===== src/rtl/tspb_pkg.sv =====
package tspb_pkg;

   localparam int unsigned PATTERN_SIZE = 32;
   localparam int unsigned ROW_IDX_W    = $clog2(PATTERN_SIZE);
   localparam int unsigned CNT_W        = ROW_IDX_W + 1;
   localparam int unsigned LOG2_W       = 3;
   localparam int unsigned CSR_INDEX_W  = 3;
   localparam int unsigned CSR_DATA_W   = 5;
   localparam logic [LOG2_W-1:0] MAX_LOG2 = 3'd5;

   typedef enum logic [CSR_INDEX_W-1:0] {
      CSR_MODE        = 3'd0,
      CSR_WIDTH_LOG2  = 3'd1,
      CSR_HEIGHT_LOG2 = 3'd2,
      CSR_X_OFFSET    = 3'd3,
      CSR_Y_OFFSET    = 3'd4
   } csr_index_type;

   typedef enum logic {
      MODE_TILE    = 1'b0,
      MODE_STIPPLE = 1'b1
   } mode_type;

   typedef struct packed {
      mode_type              mode;
      logic [LOG2_W-1:0]     width_log2;
      logic [LOG2_W-1:0]     height_log2;
      logic [ROW_IDX_W-1:0]  x_offset;
      logic [ROW_IDX_W-1:0]  y_offset;
   } cfg_type;

endpackage


===== src/rtl/tspb_if.sv =====
interface tspb_req_if;
   logic        valid;
   logic        ready;
   logic [31:0] source_word;

   modport source (output valid, output source_word, input ready);
   modport sink (input valid, input source_word, output ready);
endinterface

interface tspb_rsp_if;
   logic                               valid;
   logic                               ready;
   logic [tspb_pkg::ROW_IDX_W-1:0]     row_index;
   logic [31:0]                        pattern_word;
   logic [31:0]                        fg_color;
   logic [31:0]                        bg_color;
   logic                               ok;
   logic                               last;

   modport source (output valid, output row_index, output pattern_word, output fg_color,
                   output bg_color, output ok, output last, input ready);
   modport sink (input valid, input row_index, input pattern_word, input fg_color,
                 input bg_color, input ok, input last, output ready);
endinterface

interface tspb_csr_if;
   logic                                valid;
   logic                                ready;
   logic [tspb_pkg::CSR_INDEX_W-1:0]    index;
   logic [tspb_pkg::CSR_DATA_W-1:0]     data;

   modport source (output valid, output index, output data, input ready);
   modport sink (input valid, input index, input data, output ready);
endinterface


===== src/rtl/tspb_csr_regs.sv =====
module tspb_csr_regs (
   input  logic              clock,
   input  logic              reset,
   tspb_csr_if.sink          csr_bus,
   output tspb_pkg::cfg_type cfg
);

   tspb_pkg::cfg_type cfg_ff;
   tspb_pkg::cfg_type cfg_in;

   assign csr_bus.ready = 1'b1;
   assign cfg = cfg_ff;

   always_comb begin
      cfg_in = cfg_ff;
      if (csr_bus.valid) begin
         unique case (tspb_pkg::csr_index_type'(csr_bus.index))
            tspb_pkg::CSR_MODE: begin
               cfg_in.mode = tspb_pkg::mode_type'(csr_bus.data[0]);
            end
            tspb_pkg::CSR_WIDTH_LOG2: begin
               cfg_in.width_log2 = csr_bus.data[tspb_pkg::LOG2_W-1:0];
            end
            tspb_pkg::CSR_HEIGHT_LOG2: begin
               cfg_in.height_log2 = csr_bus.data[tspb_pkg::LOG2_W-1:0];
            end
            tspb_pkg::CSR_X_OFFSET: begin
               cfg_in.x_offset = csr_bus.data[tspb_pkg::ROW_IDX_W-1:0];
            end
            tspb_pkg::CSR_Y_OFFSET: begin
               cfg_in.y_offset = csr_bus.data[tspb_pkg::ROW_IDX_W-1:0];
            end
            default: begin
               cfg_in = cfg_ff;
            end
         endcase
      end
   end

   always_ff @(posedge clock) begin
      if (reset) begin
         cfg_ff.mode        <= tspb_pkg::MODE_TILE;
         cfg_ff.width_log2  <= tspb_pkg::MAX_LOG2;
         cfg_ff.height_log2 <= tspb_pkg::MAX_LOG2;
         cfg_ff.x_offset    <= '0;
         cfg_ff.y_offset    <= '0;
      end else begin
         cfg_ff <= cfg_in;
      end
   end

endmodule


===== src/rtl/tile_stipple_pattern_builder_core.sv =====
// Channel   Dir  Beat content
// req_bus   in   source_word: one pixel (tile mode) or one row word (stipple mode)
// rsp_bus   out  row_index, pattern_word, fg_color, bg_color, ok, last
// csr_bus   in   index, data: writes one configuration register, always ready
//
// An accepted beat is held in the input register and is folded into the
// row state in the next cycle; beats stream at one per cycle within a run.
// The beat that ends a run drops req ready; the 32 pattern rows then leave at
// one per cycle while rsp ready is high, each read straight from the row store
// into the result register. An error run ends in one beat instead.
// Reset clears all control state; the row store keeps whatever it held.
module tile_stipple_pattern_builder_core (
   input logic        clock,
   input logic        reset,
   tspb_req_if.sink   req_bus,
   tspb_rsp_if.source rsp_bus,
   tspb_csr_if.sink   csr_bus
);

   localparam int unsigned PS    = tspb_pkg::PATTERN_SIZE;
   localparam int unsigned IDX_W = tspb_pkg::ROW_IDX_W;
   localparam int unsigned CNT_W = tspb_pkg::CNT_W;

   function automatic logic [CNT_W-1:0] size_of(input logic [tspb_pkg::LOG2_W-1:0] lg);
      logic [tspb_pkg::LOG2_W-1:0] lim;
      lim = (lg > tspb_pkg::MAX_LOG2) ? tspb_pkg::MAX_LOG2 : lg;
      return CNT_W'(1) << lim;
   endfunction

   tspb_pkg::cfg_type cfg;

   tspb_csr_regs u_csr_regs (
      .clock   (clock),
      .reset   (reset),
      .csr_bus (csr_bus),
      .cfg     (cfg)
   );

   logic             in_valid_ff;
   logic [PS-1:0]    in_word_ff;

   logic [PS-1:0]    acc_ff, acc_in;
   logic [31:0]      fg_ff, fg_in;
   logic [31:0]      bg_ff, bg_in;
   logic             fg_seen_ff, fg_seen_in;
   logic             bg_seen_ff, bg_seen_in;
   logic             err_ff, err_in;
   logic [CNT_W-1:0] col_cnt_ff, col_cnt_in;
   logic [CNT_W-1:0] row_cnt_ff, row_cnt_in;

   logic             emit_ff, emit_in;
   logic             emit_err_ff;
   logic [31:0]      emit_fg_ff;
   logic [31:0]      emit_bg_ff;
   logic [IDX_W-1:0] emit_row_ff, emit_row_in;

   logic             rsp_valid_ff, rsp_valid_in;
   logic [IDX_W-1:0] rsp_row_ff;
   logic [PS-1:0]    rsp_pattern_ff;
   logic [31:0]      rsp_fg_ff;
   logic [31:0]      rsp_bg_ff;
   logic             rsp_ok_ff;
   logic             rsp_last_ff;

   logic [PS-1:0]    row_store_ff [PS];

   logic [CNT_W-1:0] width;
   logic [CNT_W-1:0] height;
   logic             tile;
   logic [PS-1:0]    bit_mask;
   logic [PS-1:0]    keep_mask;
   logic [PS-1:0]    acc_upd;
   logic [31:0]      fg_upd;
   logic [31:0]      bg_upd;
   logic             fg_seen_upd;
   logic             bg_seen_upd;
   logic             err_upd;
   logic [CNT_W-1:0] col_inc;
   logic [CNT_W-1:0] row_inc;
   logic             row_done;
   logic             run_done;
   logic [PS-1:0]    row_val;
   logic [PS-1:0]    fold;
   logic [PS-1:0]    rot;
   logic             rsp_load;
   logic [IDX_W-1:0] src_row;
   logic [IDX_W-1:0] height_mask;

   assign width    = size_of(cfg.width_log2);
   assign height   = size_of(cfg.height_log2);
   assign tile     = (cfg.mode == tspb_pkg::MODE_TILE);
   assign bit_mask = {1'b1, {(PS-1){1'b0}}} >> col_cnt_ff[IDX_W-1:0];
   assign keep_mask = ~({PS{1'b1}} >> width);
   assign col_inc  = col_cnt_ff + CNT_W'(1);
   assign row_inc  = row_cnt_ff + CNT_W'(1);

   // Two-colour classification of one pixel.
   always_comb begin
      acc_upd     = acc_ff;
      fg_upd      = fg_ff;
      bg_upd      = bg_ff;
      fg_seen_upd = fg_seen_ff;
      bg_seen_upd = bg_seen_ff;
      err_upd     = err_ff;
      if (fg_seen_ff && in_word_ff == fg_ff) begin
         acc_upd = acc_ff | bit_mask;
      end else if (!bg_seen_ff || in_word_ff != bg_ff) begin
         if (!fg_seen_ff) begin
            fg_seen_upd = 1'b1;
            fg_upd      = in_word_ff;
            acc_upd     = acc_ff | bit_mask;
         end else if (!bg_seen_ff) begin
            bg_seen_upd = 1'b1;
            bg_upd      = in_word_ff;
         end else begin
            err_upd = 1'b1;
         end
      end
   end

   assign row_done = in_valid_ff && (!tile || col_inc >= width);
   assign run_done = row_done && (row_inc >= height);
   assign row_val  = tile ? acc_upd : (in_word_ff & keep_mask);

   // Replicate the row across the word, then rotate it right.
   always_comb begin
      fold = row_val;
      for (int k = 0; k < IDX_W; k++) begin
         if ((CNT_W'(1) << k) >= width) begin
            fold = fold | (fold >> (1 << k));
         end
      end
      rot = fold;
      if (cfg.x_offset != '0) begin
         rot = (fold >> cfg.x_offset) | (fold << (CNT_W'(PS) - {1'b0, cfg.x_offset}));
      end
   end

   assign req_bus.ready = !emit_ff && !run_done;

   always_comb begin
      acc_in     = acc_ff;
      fg_in      = fg_ff;
      bg_in      = bg_ff;
      fg_seen_in = fg_seen_ff;
      bg_seen_in = bg_seen_ff;
      err_in     = err_ff;
      col_cnt_in = col_cnt_ff;
      row_cnt_in = row_cnt_ff;
      if (in_valid_ff) begin
         if (tile) begin
            fg_in      = fg_upd;
            bg_in      = bg_upd;
            fg_seen_in = fg_seen_upd;
            bg_seen_in = bg_seen_upd;
            err_in     = err_upd;
            acc_in     = row_done ? '0 : acc_upd;
            col_cnt_in = row_done ? '0 : col_inc;
         end
         if (row_done) begin
            row_cnt_in = row_inc;
         end
         if (run_done) begin
            acc_in     = '0;
            fg_in      = '0;
            bg_in      = '0;
            fg_seen_in = 1'b0;
            bg_seen_in = 1'b0;
            err_in     = 1'b0;
            col_cnt_in = '0;
            row_cnt_in = '0;
         end
      end
   end

   assign rsp_load    = emit_ff && (!rsp_valid_ff || rsp_bus.ready);
   assign height_mask = IDX_W'(height - CNT_W'(1));
   assign src_row     = (emit_row_ff - cfg.y_offset) & height_mask;

   always_comb begin
      emit_in      = emit_ff;
      emit_row_in  = emit_row_ff;
      rsp_valid_in = rsp_valid_ff;
      if (rsp_bus.ready) begin
         rsp_valid_in = 1'b0;
      end
      if (rsp_load) begin
         rsp_valid_in = 1'b1;
         emit_row_in  = emit_row_ff + IDX_W'(1);
         if (emit_err_ff || emit_row_ff == IDX_W'(PS - 1)) begin
            emit_in = 1'b0;
         end
      end
      if (run_done) begin
         emit_in     = 1'b1;
         emit_row_in = '0;
      end
   end

   always_ff @(posedge clock) begin
      if (reset) begin
         in_valid_ff  <= 1'b0;
         acc_ff       <= '0;
         fg_ff        <= '0;
         bg_ff        <= '0;
         fg_seen_ff   <= 1'b0;
         bg_seen_ff   <= 1'b0;
         err_ff       <= 1'b0;
         col_cnt_ff   <= '0;
         row_cnt_ff   <= '0;
         emit_ff      <= 1'b0;
         emit_row_ff  <= '0;
         rsp_valid_ff <= 1'b0;
      end else begin
         in_valid_ff  <= req_bus.valid && req_bus.ready;
         acc_ff       <= acc_in;
         fg_ff        <= fg_in;
         bg_ff        <= bg_in;
         fg_seen_ff   <= fg_seen_in;
         bg_seen_ff   <= bg_seen_in;
         err_ff       <= err_in;
         col_cnt_ff   <= col_cnt_in;
         row_cnt_ff   <= row_cnt_in;
         emit_ff      <= emit_in;
         emit_row_ff  <= emit_row_in;
         rsp_valid_ff <= rsp_valid_in;
      end
   end

   always_ff @(posedge clock) begin
      if (req_bus.valid && req_bus.ready) begin
         in_word_ff <= req_bus.source_word;
      end
      if (run_done) begin
         emit_err_ff <= tile ? err_upd : err_ff;
         emit_fg_ff  <= tile ? fg_upd : '0;
         emit_bg_ff  <= tile ? bg_upd : '0;
      end
   end

   always_ff @(posedge clock) begin
      if (row_done) begin
         row_store_ff[row_cnt_ff[IDX_W-1:0]] <= rot;
      end
      if (rsp_load) begin
         if (emit_err_ff) begin
            rsp_row_ff     <= '0;
            rsp_pattern_ff <= '0;
            rsp_fg_ff      <= '0;
            rsp_bg_ff      <= '0;
            rsp_ok_ff      <= 1'b0;
            rsp_last_ff    <= 1'b1;
         end else begin
            rsp_row_ff     <= emit_row_ff;
            rsp_pattern_ff <= row_store_ff[src_row];
            rsp_fg_ff      <= emit_fg_ff;
            rsp_bg_ff      <= emit_bg_ff;
            rsp_ok_ff      <= 1'b1;
            rsp_last_ff    <= (emit_row_ff == IDX_W'(PS - 1));
         end
      end
   end

   assign rsp_bus.valid        = rsp_valid_ff;
   assign rsp_bus.row_index    = rsp_row_ff;
   assign rsp_bus.pattern_word = rsp_pattern_ff;
   assign rsp_bus.fg_color     = rsp_fg_ff;
   assign rsp_bus.bg_color     = rsp_bg_ff;
   assign rsp_bus.ok           = rsp_ok_ff;
   assign rsp_bus.last         = rsp_last_ff;

   a_no_accept_while_emitting: assert property (
      @(posedge clock) disable iff (reset) emit_ff |-> !req_bus.ready
   ) else $error("Input beat accepted while pattern rows are being emitted.");

   a_error_beat_is_last: assert property (
      @(posedge clock) disable iff (reset) (rsp_valid_ff && !rsp_ok_ff) |-> rsp_last_ff
   ) else $error("Error result beat is not marked last.");

   a_last_ends_emission: assert property (
      @(posedge clock) disable iff (reset) (rsp_load && rsp_valid_in && emit_err_ff) |=> !emit_ff
   ) else $error("Emission continued after the error beat.");

   a_row_count_bound: assert property (
      @(posedge clock) disable iff (reset) row_cnt_ff < CNT_W'(PS)
   ) else $error("Row counter left its range.");

   a_col_count_bound: assert property (
      @(posedge clock) disable iff (reset) col_cnt_ff < CNT_W'(PS)
   ) else $error("Column counter left its range.");

endmodule

===== src/flat_wrapper.sv =====
// flat-port wrapper written by rule: the top's interface ports become plain ports
module tile_stipple_pattern_builder_core_flat 
  (clock, reset, req_bus_valid, req_bus_source_word, req_bus_ready, rsp_bus_valid, rsp_bus_row_index, rsp_bus_pattern_word, rsp_bus_fg_color, rsp_bus_bg_color, rsp_bus_ok, rsp_bus_last, rsp_bus_ready, csr_bus_valid, csr_bus_index, csr_bus_data, csr_bus_ready);
  tspb_req_if req_bus_i ();
  tspb_rsp_if rsp_bus_i ();
  tspb_csr_if csr_bus_i ();
  input logic clock;
  input logic reset;
  input wire logic [$bits(req_bus_i.valid)-1:0] req_bus_valid;
  input wire logic [$bits(req_bus_i.source_word)-1:0] req_bus_source_word;
  output wire logic [$bits(req_bus_i.ready)-1:0] req_bus_ready;
  output wire logic [$bits(rsp_bus_i.valid)-1:0] rsp_bus_valid;
  output wire logic [$bits(rsp_bus_i.row_index)-1:0] rsp_bus_row_index;
  output wire logic [$bits(rsp_bus_i.pattern_word)-1:0] rsp_bus_pattern_word;
  output wire logic [$bits(rsp_bus_i.fg_color)-1:0] rsp_bus_fg_color;
  output wire logic [$bits(rsp_bus_i.bg_color)-1:0] rsp_bus_bg_color;
  output wire logic [$bits(rsp_bus_i.ok)-1:0] rsp_bus_ok;
  output wire logic [$bits(rsp_bus_i.last)-1:0] rsp_bus_last;
  input wire logic [$bits(rsp_bus_i.ready)-1:0] rsp_bus_ready;
  input wire logic [$bits(csr_bus_i.valid)-1:0] csr_bus_valid;
  input wire logic [$bits(csr_bus_i.index)-1:0] csr_bus_index;
  input wire logic [$bits(csr_bus_i.data)-1:0] csr_bus_data;
  output wire logic [$bits(csr_bus_i.ready)-1:0] csr_bus_ready;
  assign req_bus_i.valid = req_bus_valid;
  assign req_bus_i.source_word = req_bus_source_word;
  assign req_bus_ready = req_bus_i.ready;
  assign rsp_bus_valid = rsp_bus_i.valid;
  assign rsp_bus_row_index = rsp_bus_i.row_index;
  assign rsp_bus_pattern_word = rsp_bus_i.pattern_word;
  assign rsp_bus_fg_color = rsp_bus_i.fg_color;
  assign rsp_bus_bg_color = rsp_bus_i.bg_color;
  assign rsp_bus_ok = rsp_bus_i.ok;
  assign rsp_bus_last = rsp_bus_i.last;
  assign rsp_bus_i.ready = rsp_bus_ready;
  assign csr_bus_i.valid = csr_bus_valid;
  assign csr_bus_i.index = csr_bus_index;
  assign csr_bus_i.data = csr_bus_data;
  assign csr_bus_ready = csr_bus_i.ready;
  tile_stipple_pattern_builder_core u_core (.clock(clock), .reset(reset), .req_bus(req_bus_i), .rsp_bus(rsp_bus_i), .csr_bus(csr_bus_i));
endmodule

===== config.mk =====
export PLATFORM = sky130hd
export DESIGN_NAME = tile_stipple_pattern_builder_core_flat
export DESIGN_NICKNAME = d
export VERILOG_FILES = /design/src/rtl/tspb_pkg.sv /design/src/rtl/tspb_if.sv /design/src/rtl/tspb_csr_regs.sv /design/src/rtl/tile_stipple_pattern_builder_core.sv /design/src/flat_wrapper.sv
export SDC_FILE = /design/constraint.sdc
export NUM_CORES = 2
export LEC_CHECK = 0
export BUFFER_PORTS_ARGS = -buffer_cell sky130_fd_sc_hd__buf_2
export CAP_MARGIN = 5
export CORE_MARGIN = 4
export CORE_UTILIZATION = 24
export CTS_CLUSTER_DIAMETER = 200
export DETAILED_ROUTE_END_ITERATION = 10
export PLACE_DENSITY_LB_ADDON = 0.05
export SYNTH_ARGS = -nofsm -noshare
export SYNTH_HDL_FRONTEND = slang
export SYNTH_SLANG_ARGS = --single-unit

===== constraint.sdc =====
create_clock -name clock -period 13.4 [get_ports clock]
set_input_delay 0.67 -clock clock [delete_from_list [all_inputs] [get_ports clock]]
set_output_delay 0.67 -clock clock [all_outputs]
set_load 0.01 [all_outputs]

; ---- Word level (Yosys, flattened, before mapping)
; Memories as Yosys holds them, arrays and structs flattened. A register that Yosys moved wholly into a read port is not among the register bits.
; Index checks and enable logic that the tools add are counted.
[classes]
add_sub_neg = 6
multipliers = 0
div = 0
order_cmp = 9
n_eq_ne = 9
shift = 6
mux = 54
n_bitwise = 10
reduce_logical = 33
[ops]
columns = cell, n
row1 = $mux W32, 24
row2 = $or A32 B32 Y32, 2
row3 = $and A32 B32 Y32, 1
row4 = $eq A32 B32 Y1, 1
row5 = $ne A32 B32 Y1, 1
row6 = $not A32 Y32, 1
row7 = $or A32 B16 Y32, 1
row8 = $or A32 B24 Y32, 1
row9 = $or A32 B28 Y32, 1
row10 = $or A32 B30 Y32, 1
row11 = $or A32 B31 Y32, 1
row12 = $shl A32 B6 Y32, 1
row13 = $shr A32 B5 Y32, 1
row14 = $shr A32 B5 Y32 const A, 1
row15 = $shr A32 B6 Y32 const A, 1
row16 = $mux W6, 5
row17 = $mux W1, 23
row18 = $reduce_and A2 Y1, 8
row19 = $add A6 B1 Y6 const B, 2
row20 = $ge A6 B6 Y1, 2
row21 = $reduce_bool A2 Y1, 6
row22 = $shl A1 B3 Y6 const A, 2
row23 = $eq A3 B2 Y1 const B, 2
row24 = $ge A1 B6 Y1 const A, 1
row25 = other kinds (23), 37
[totals]
regBits = 304
latchBits = 0
mem_bits_rw = 1024
rom_bits = 0
in_bits = 45
memories = 1
[memory_table]
columns = name, depth, width, rd, rd_ports_with_merged_regs, wr, line_no
row1 = u_core.row_store_ff, 32, 32, 1, 1, 1, tile_stipple_pattern_builder_core.sv:65  ; logic [PS-1:0] row_store_ff [PS];

; ---- Logic depth before layout (Yosys ltp)
[logic_depth]
ltp_word = 20
ltp_mapped = 22

; ---- Cells and area by module
; Synthesis repeated with hierarchy kept, for this count alone.
[hier_totals]
cells_unflattened = 4324
hier_area_um2 = 60560.6
[by_module_without_submodules]
columns = module, instances, cells_per_inst, area_each_um2
row1 = tile_stipple_pattern_builder_core, 1, 4254, 59808.6
row2 = tspb_csr_regs, 1, 70, 752.0

; ---- Worst setup path after synthesis
; OpenSTA, ideal clock, no wires.
[synth_path]
path_kind = register to register
start = register u_core.u_csr_regs.cfg_ff, in the netlist u_core.u_csr_regs.cfg[15]
end = register u_core.acc_ff[31]
setup_time_ps = 128
t_arrival_ps = 7405
slack_ps = 5867
stages_incl_launch_ff = 23
n_path_buf = 6
period_less_slack_ps = 7533
path_cell_list = dfxtp_1 > buf_2 > or3_1 > clkbuf_1 > inv_2 > clkbuf_1 > buf_1 > ha_1 > nand2b_1 > a21o_1 > a21oi_1 > nor2b_1 > o21ai_0 > nand2b_1 > a211oi_1 > nor2b_1 > clkbuf_1 > nor2b_1 > o21ai_1 > or2_2 > clkbuf_1 > a22oi_1 > nor2_1
[synth_via]
elab_chain_len = 9
elab_cells_between_ends = 12
cone_classes = order compare (2) / eq/ne (1) / shift (1) / mux (4) / reduce/logical (4)
[synth_rtl]
columns = element, line_no
row1 = from (decl), tspb_csr_regs.sv:8  ; tspb_pkg::cfg_type cfg_ff;
row2 = from (signal assigned), tspb_csr_regs.sv:48  ; cfg_ff <= cfg_in;
row3 = $gt A3 B3 Y1, tile_stipple_pattern_builder_core.sv:26  ; lim = (lg > tspb_pkg::MAX_LOG2) ? tspb_pkg::MAX_LOG2 : lg;
row4 = $mux W3 (*), tile_stipple_pattern_builder_core.sv:26
row5 = $shl A1 B3 Y6 (*), tile_stipple_pattern_builder_core.sv:27  ; return CNT_W'(1) << lim;
row6 = $ge A6 B6 Y1 (*), tile_stipple_pattern_builder_core.sv:121  ; assign row_done = in_valid_ff && (!tile || col_inc >= width);
row7 = $logic_or A1 B1 Y1 (*), tile_stipple_pattern_builder_core.sv:121
row8 = $logic_and A1 B1 Y1 (*), tile_stipple_pattern_builder_core.sv:121
row9 = $mux W32 / $logic_and A1 B1 Y1 (equally long branches), "tile_stipple_pattern_builder_core.sv:157, tile_stipple_pattern_builder_core.sv:122"
row10 = $mux W32 / $ne A2 B1 Y1 (equally long branches), n/a
row11 = $mux W32 / $reduce_and A2 Y1 (equally long branches), n/a
row12 = to (signal assigned), tile_stipple_pattern_builder_core.sv:216  ; acc_ff <= acc_in;
row13 = to (decl), tile_stipple_pattern_builder_core.sv:42  ; logic [PS-1:0] acc_ff, acc_in;
; Every way passes the cells marked *; elsewhere a longest branch is shown, timed or not. The select of a mux whose other input is x is not followed.
; A chain may end at the register's enable or synchronous reset.

; ---- Worst setup path after layout
[layout_path]
start = register u_core.in_word_ff[26]
end = memory u_core.row_store_ff[27][8] (netlist bit), data pin
[layout_via]
elab_chain_len = 18
elab_cells_between_ends = 22
cone_classes = eq/ne (2) / shift (2) / mux (9) / bitwise (7) / reduce/logical (2)
[layout_rtl]
columns = element, line_no
row1 = from (decl), tile_stipple_pattern_builder_core.sv:40  ; logic [PS-1:0] in_word_ff;
row2 = from (signal assigned), tile_stipple_pattern_builder_core.sv:232  ; in_word_ff <= req_bus.source_word;
row3 = $ne A32 B32 Y1, tile_stipple_pattern_builder_core.sv:107  ; end else if (!bg_seen_ff || in_word_ff != bg_ff) begin
row4 = $logic_or A1 B1 Y1, tile_stipple_pattern_builder_core.sv:107
row5 = $mux W32, tile_stipple_pattern_builder_core.sv:107
row6 = $mux W32, tile_stipple_pattern_builder_core.sv:105  ; if (fg_seen_ff && in_word_ff == fg_ff) begin
row7 = $mux W32 (*), tile_stipple_pattern_builder_core.sv:123  ; assign row_val = tile ? acc_upd : (in_word_ff & keep_mask);
row8 = $or A32 B31 Y32, tile_stipple_pattern_builder_core.sv:130  ; fold = fold | (fold >> (1 << k));
row9 = $mux W32 (*), tile_stipple_pattern_builder_core.sv:129  ; if ((CNT_W'(1) << k) >= width) begin
row10 = $or A32 B30 Y32, tile_stipple_pattern_builder_core.sv:130
row11 = (+3 left out), n/a
row12 = $or A32 B24 Y32, tile_stipple_pattern_builder_core.sv:130
row13 = $mux W32 (*), tile_stipple_pattern_builder_core.sv:129
row14 = $or A32 B16 Y32, tile_stipple_pattern_builder_core.sv:130
row15 = $mux W32 (*), tile_stipple_pattern_builder_core.sv:129
row16 = $shl A32 B6 Y32 / $shr A32 B5 Y32 (equally long branches), tile_stipple_pattern_builder_core.sv:135  ; rot = (fold >> cfg.x_offset) | (fold << (CNT_W'(PS) - {1'b0, cfg.x_offset}));
row17 = $or A32 B32 Y32, tile_stipple_pattern_builder_core.sv:135
row18 = $mux W32 (*), tile_stipple_pattern_builder_core.sv:134  ; if (cfg.x_offset != '0) begin
row19 = via u_core.rot[8], tile_stipple_pattern_builder_core.sv:84  ; logic [PS-1:0] rot;
row20 = to (decl), tile_stipple_pattern_builder_core.sv:65
; Mark *: on every way through the listed nets, which the timed path passes. The rest lies on a longest branch.

==> out/results.tsv <==
stage	metric	value	unit
routing	Pre-Repair DR Iteration Count	6	
synth	synthesized instance count	4386	
sta	Max Fclk	133	MHz
floorplan	Die W	513	um
sta	final hold violation count	0	
layout	fraction of layout cells with a size suffix above 1	20.2	%
synth	Main synth FF type	edfxtp_1	
power_and_ir_drop	P_sw	2.40	mW
layout	synthesis-to-finish area growth	17.6	%
placement	Placer Congestion	0.908	
critical_path	Crit path max-delay family	compound AO/OA/AOI/OAI gates	
power_and_ir_drop	Sw Share	24.2	%
sta	fin crit share	56.3	%
global_routing	all-layer global routing usage	18.7	%
power_and_ir_drop	power per cell area	138	nW/um^2
clocking	Max Buffers Root-to-Sink	3	
job	max cap viols	0	
power_and_ir_drop	Internal Power	7.52	mW
status	status	finished clean	
global_routing	GR Overflow Total	0	
critical_path	CP Buf/Inv Count	0	
floorplan	IO Count	151	
sta	Tmin final	7.55	ns
synth	Net Count, Synth	4463	
critical_path	Worst setup SP type	flip-flop	
clocking	clk sinks	1360	
synth	mean post-synth cell area	14.0	um^2
sta	Least-Margin Pin Slew	1.31	ns
critical_path	slowest CP cell	nor4_4	
synth	share of the synthesized area in the top cell type	60.0	%
routing	Remaining DRCs	0	
placement	number of port buffers	149	
power_and_ir_drop	clock network power share	44.8	%
critical_path	CP Max Fanout	32	
sta	final setup violation count	0	
floorplan	Initial Utilization	24.1	%
clocking	CTS buffer count	167	
routing	Vias	40400	
global_routing	first-pass GRT wire length	348000	um
power_and_ir_drop	Max VDD drop	0.000127	V
synth	Cell Area, Synth	61300	um^2
synth	Async S/R FF share, synth	0	%
layout	commonest non-fill, non-tap cell in the layout	edfxtp_1	
floorplan	Die Span Y	513	um
clocking	clk_lat worst skew	0.82	ns
power_and_ir_drop	Reg power frac	47.6	%
critical_path	critical path endpoint category	flip-flop	
layout	NumNets Final	4599	
critical_path	CP Data Required Time	13.77	ns
worst_hold_path	Hold WC Path Type	in2reg	
global_routing	largest net degree at the start of global routing	128	
synth	post-synth cell types	117	
synth	Post-synth EDFFs	1224	
layout	highest-count cells in the layout ignoring fill and taps	edfxtp_1, nand2_1, mux4_2	
global_routing	initial antenna violation count	11	
sta	Slew Limit Fails	0	
synth	sequential share of the synthesized area	64.4	%
routing	Routed WL per cell	31.3	um
sta	setup TNS	0	ns
clocking	cts repair resizes	0	
placement	Detail Placement HPWL	151000	um
critical_path	max incr delay on CP	0.98	ns
clocking	depth of the CTS H-tree	4	
critical_path	Worst EP arrival	7.91	ns
power_and_ir_drop	Comb pwr share	7.6	%
synth	top cells by area, synth	edfxtp_1, mux4_2, dfxtp_1	
floorplan	FP Rows	185	
synth	Syn. warnings	0	
sta	Worst slew margin	12.0	%
worst_hold_path	hold depth	1	
power_and_ir_drop	Leak	22.9	nW
critical_path	reg2reg path depth	13	
critical_path	Worst path depth	13	
synth	Yosys reg bits	1360	
routing	Final ANT Viol Nets	0	
clocking	CTS tree	done	
clocking	CTS Root Cell	clkbuf_16	
clocking	clk slew on worst S/H paths	0.06	ns
power_and_ir_drop	Tot Pwr	9.93	mW
clocking	number of setup buffers added after CTS	0	
sta	RSZ-0062 raised after global routing	false	
floorplan	Core ar.	254000	um^2
routing	Vias/cell	5.02	
critical_path	CP Class	reg2reg	
global_routing	vias in the first global route	41100	
routing	Routed WL	252000	um
floorplan	Die Area	264000	um^2
synth	largest area contributor in the netlist	edfxtp_1	
sta	skew final	0.0682	ns
routing	number of DRC markers in iteration 0	3822	
sta	WHS	0.0957	ns
critical_path	CP Cell Sequence	xnor2_2, nand4_1, nor4_4, a311oi_1, o311ai_1, nand3_1, o21ai_2, and2_1, a41oi_1, o21ai_0, o221a_2, o21ai_1, a211o_1	
==> through the flow <==
step,setup slack (ns),cells,util [%],instance area [um^2]
after floorplan,5.87,4386,-,61300
after global placement,6.15,7701,26.2,66500
after detailed placement,6.03,7701,26.2,66500
after CTS,5.99,8030,28.4,72100
after global routing,5.54,8031,28.4,72100
final,5.85,8034,28.4,72100
==> Yosys cell counts, types with 23 or more instances <==
cell type and instances:
o21ai_0 79, ha_1 31, nor2b_1 90, nand2_1 610
o31ai_1 23, clkbuf_1 240, edfxtp_1 1224, dfxtp_1 136
inv_1 41, xnor2_1 74, buf_1 44, mux2i_1 69
o211ai_1 39, and2_1 29, nand4_1 23, a311oi_1 48
nand3_1 109, a32oi_1 25, a211oi_1 33, a21oi_1 205
a31oi_1 64, buf_2 39, mux4_2 274, a22oi_1 53
and3_1 47, nor3_1 50, nor2_1 274
==> cell families (layout without fill, tap and decap cells) <==
group,count (synthesis),count (layout),share of synthesized area [%]
other,1,5,0.00612
multiplexers,348,348,11.3
flip-flops,1360,1360,64.4
AND/OR/NAND/NOR,1343,1343,10.0
buffers and inverters,385,663,2.58
AO/OA/AOI/OAI,831,831,9.76
adder cells (fa/ha/maj),32,32,0.665
XOR/XNOR,86,86,1.27
==> final cells by class <==
| type | count | area (um^2) |
|---|---|---|
| diodes | 4 | 10.0 |
| clock buffers | 224 | 4530 |
| clock inverters | 87 | 828 |
| fillers | 25900 | 182000 |
| inverters | 45 | 169 |
| multi-input cells | 2641 | 20800 |
| flip-flops and latches | 1360 | 39500 |
| well taps | 3366 | 4210 |
| repair buffers | 307 | 2060 |
==> state kept, by name, indices dropped and copies added (netlist names), 5 cells and up <==
name                         flops
u_core.emit_row_ff               5
u_core.emit_fg_ff               32
u_core.u_csr_regs.cfg           17
u_core.acc_ff                   32
u_core.in_word_ff               32
u_core.rsp_bus.bg_color         32
u_core.row_store_ff           1024
u_core.col_cnt_ff                6
u_core.rsp_bus.fg_color         32
u_core.rsp_bus.row_index         5
u_core.rsp_bus.pattern_word     32
u_core.fg_ff                    32
u_core.row_cnt_ff                6
u_core.emit_bg_ff               32
u_core.bg_ff                    32
==> repair_timing <==
| action | CTS | global route |
|---|---|---|
| endpoints found under the hold margin | 18 | 0 |
| setup endpoints to repair | 0 | 0 |
| hold buffers | 18 | 0 |
==> path summary, 6_finish.rpt <==
path              slack [ns]                   start                    endpoint
hold reg to reg         0.48         u_core.bg_ff[7]             u_core.bg_ff[7]
hold / removal           0.1  req_bus_source_word[7]        u_core.in_word_ff[7]
setup reg to reg        5.85   u_core.in_word_ff[26]  u_core.row_store_ff[27][8]
setup / recovery        5.85   u_core.in_word_ff[26]  u_core.row_store_ff[27][8]
==> worst register-to-register path, stage by stage, from the launching register on <==
cell	delay, ns
edfxtp_1	0.60
xnor2_2	0.21
nand4_1	0.18
nor4_4	0.98
a311oi_1	0.34
o311ai_1	0.67
nand3_1	0.66
o21ai_2	0.41
and2_1	0.59
a41oi_1	0.69
o21ai_0	0.70
o221a_2	0.29
o21ai_1	0.06
a211o_1	0.69
==> layer usage <==
metal / GRT usage [%] / vias to the layer above / wire (um)
met5: 0 / - / 27
met2: 29.0 / 1254 / 114000
li1: - / 17300 / -
met3: 2.72 / 346 / 11200
met4: 5.69 / 4 / 7870
met1: 27.0 / 21400 / 119000
==> power by group through the flow <==
stage / clock (mW) / combinational (mW) / sequential (mW)
after floorplan: 0 / 0.430 / 4.80
after global placement: 0 / 0.772 / 4.82
after detailed placement: 0 / 0.761 / 4.82
after CTS: 4.60 / 0.767 / 4.73
after global routing: 4.80 / 0.811 / 4.73
final: 4.45 / 0.754 / 4.73
Note: power is estimated with default switching activity, not from simulation.
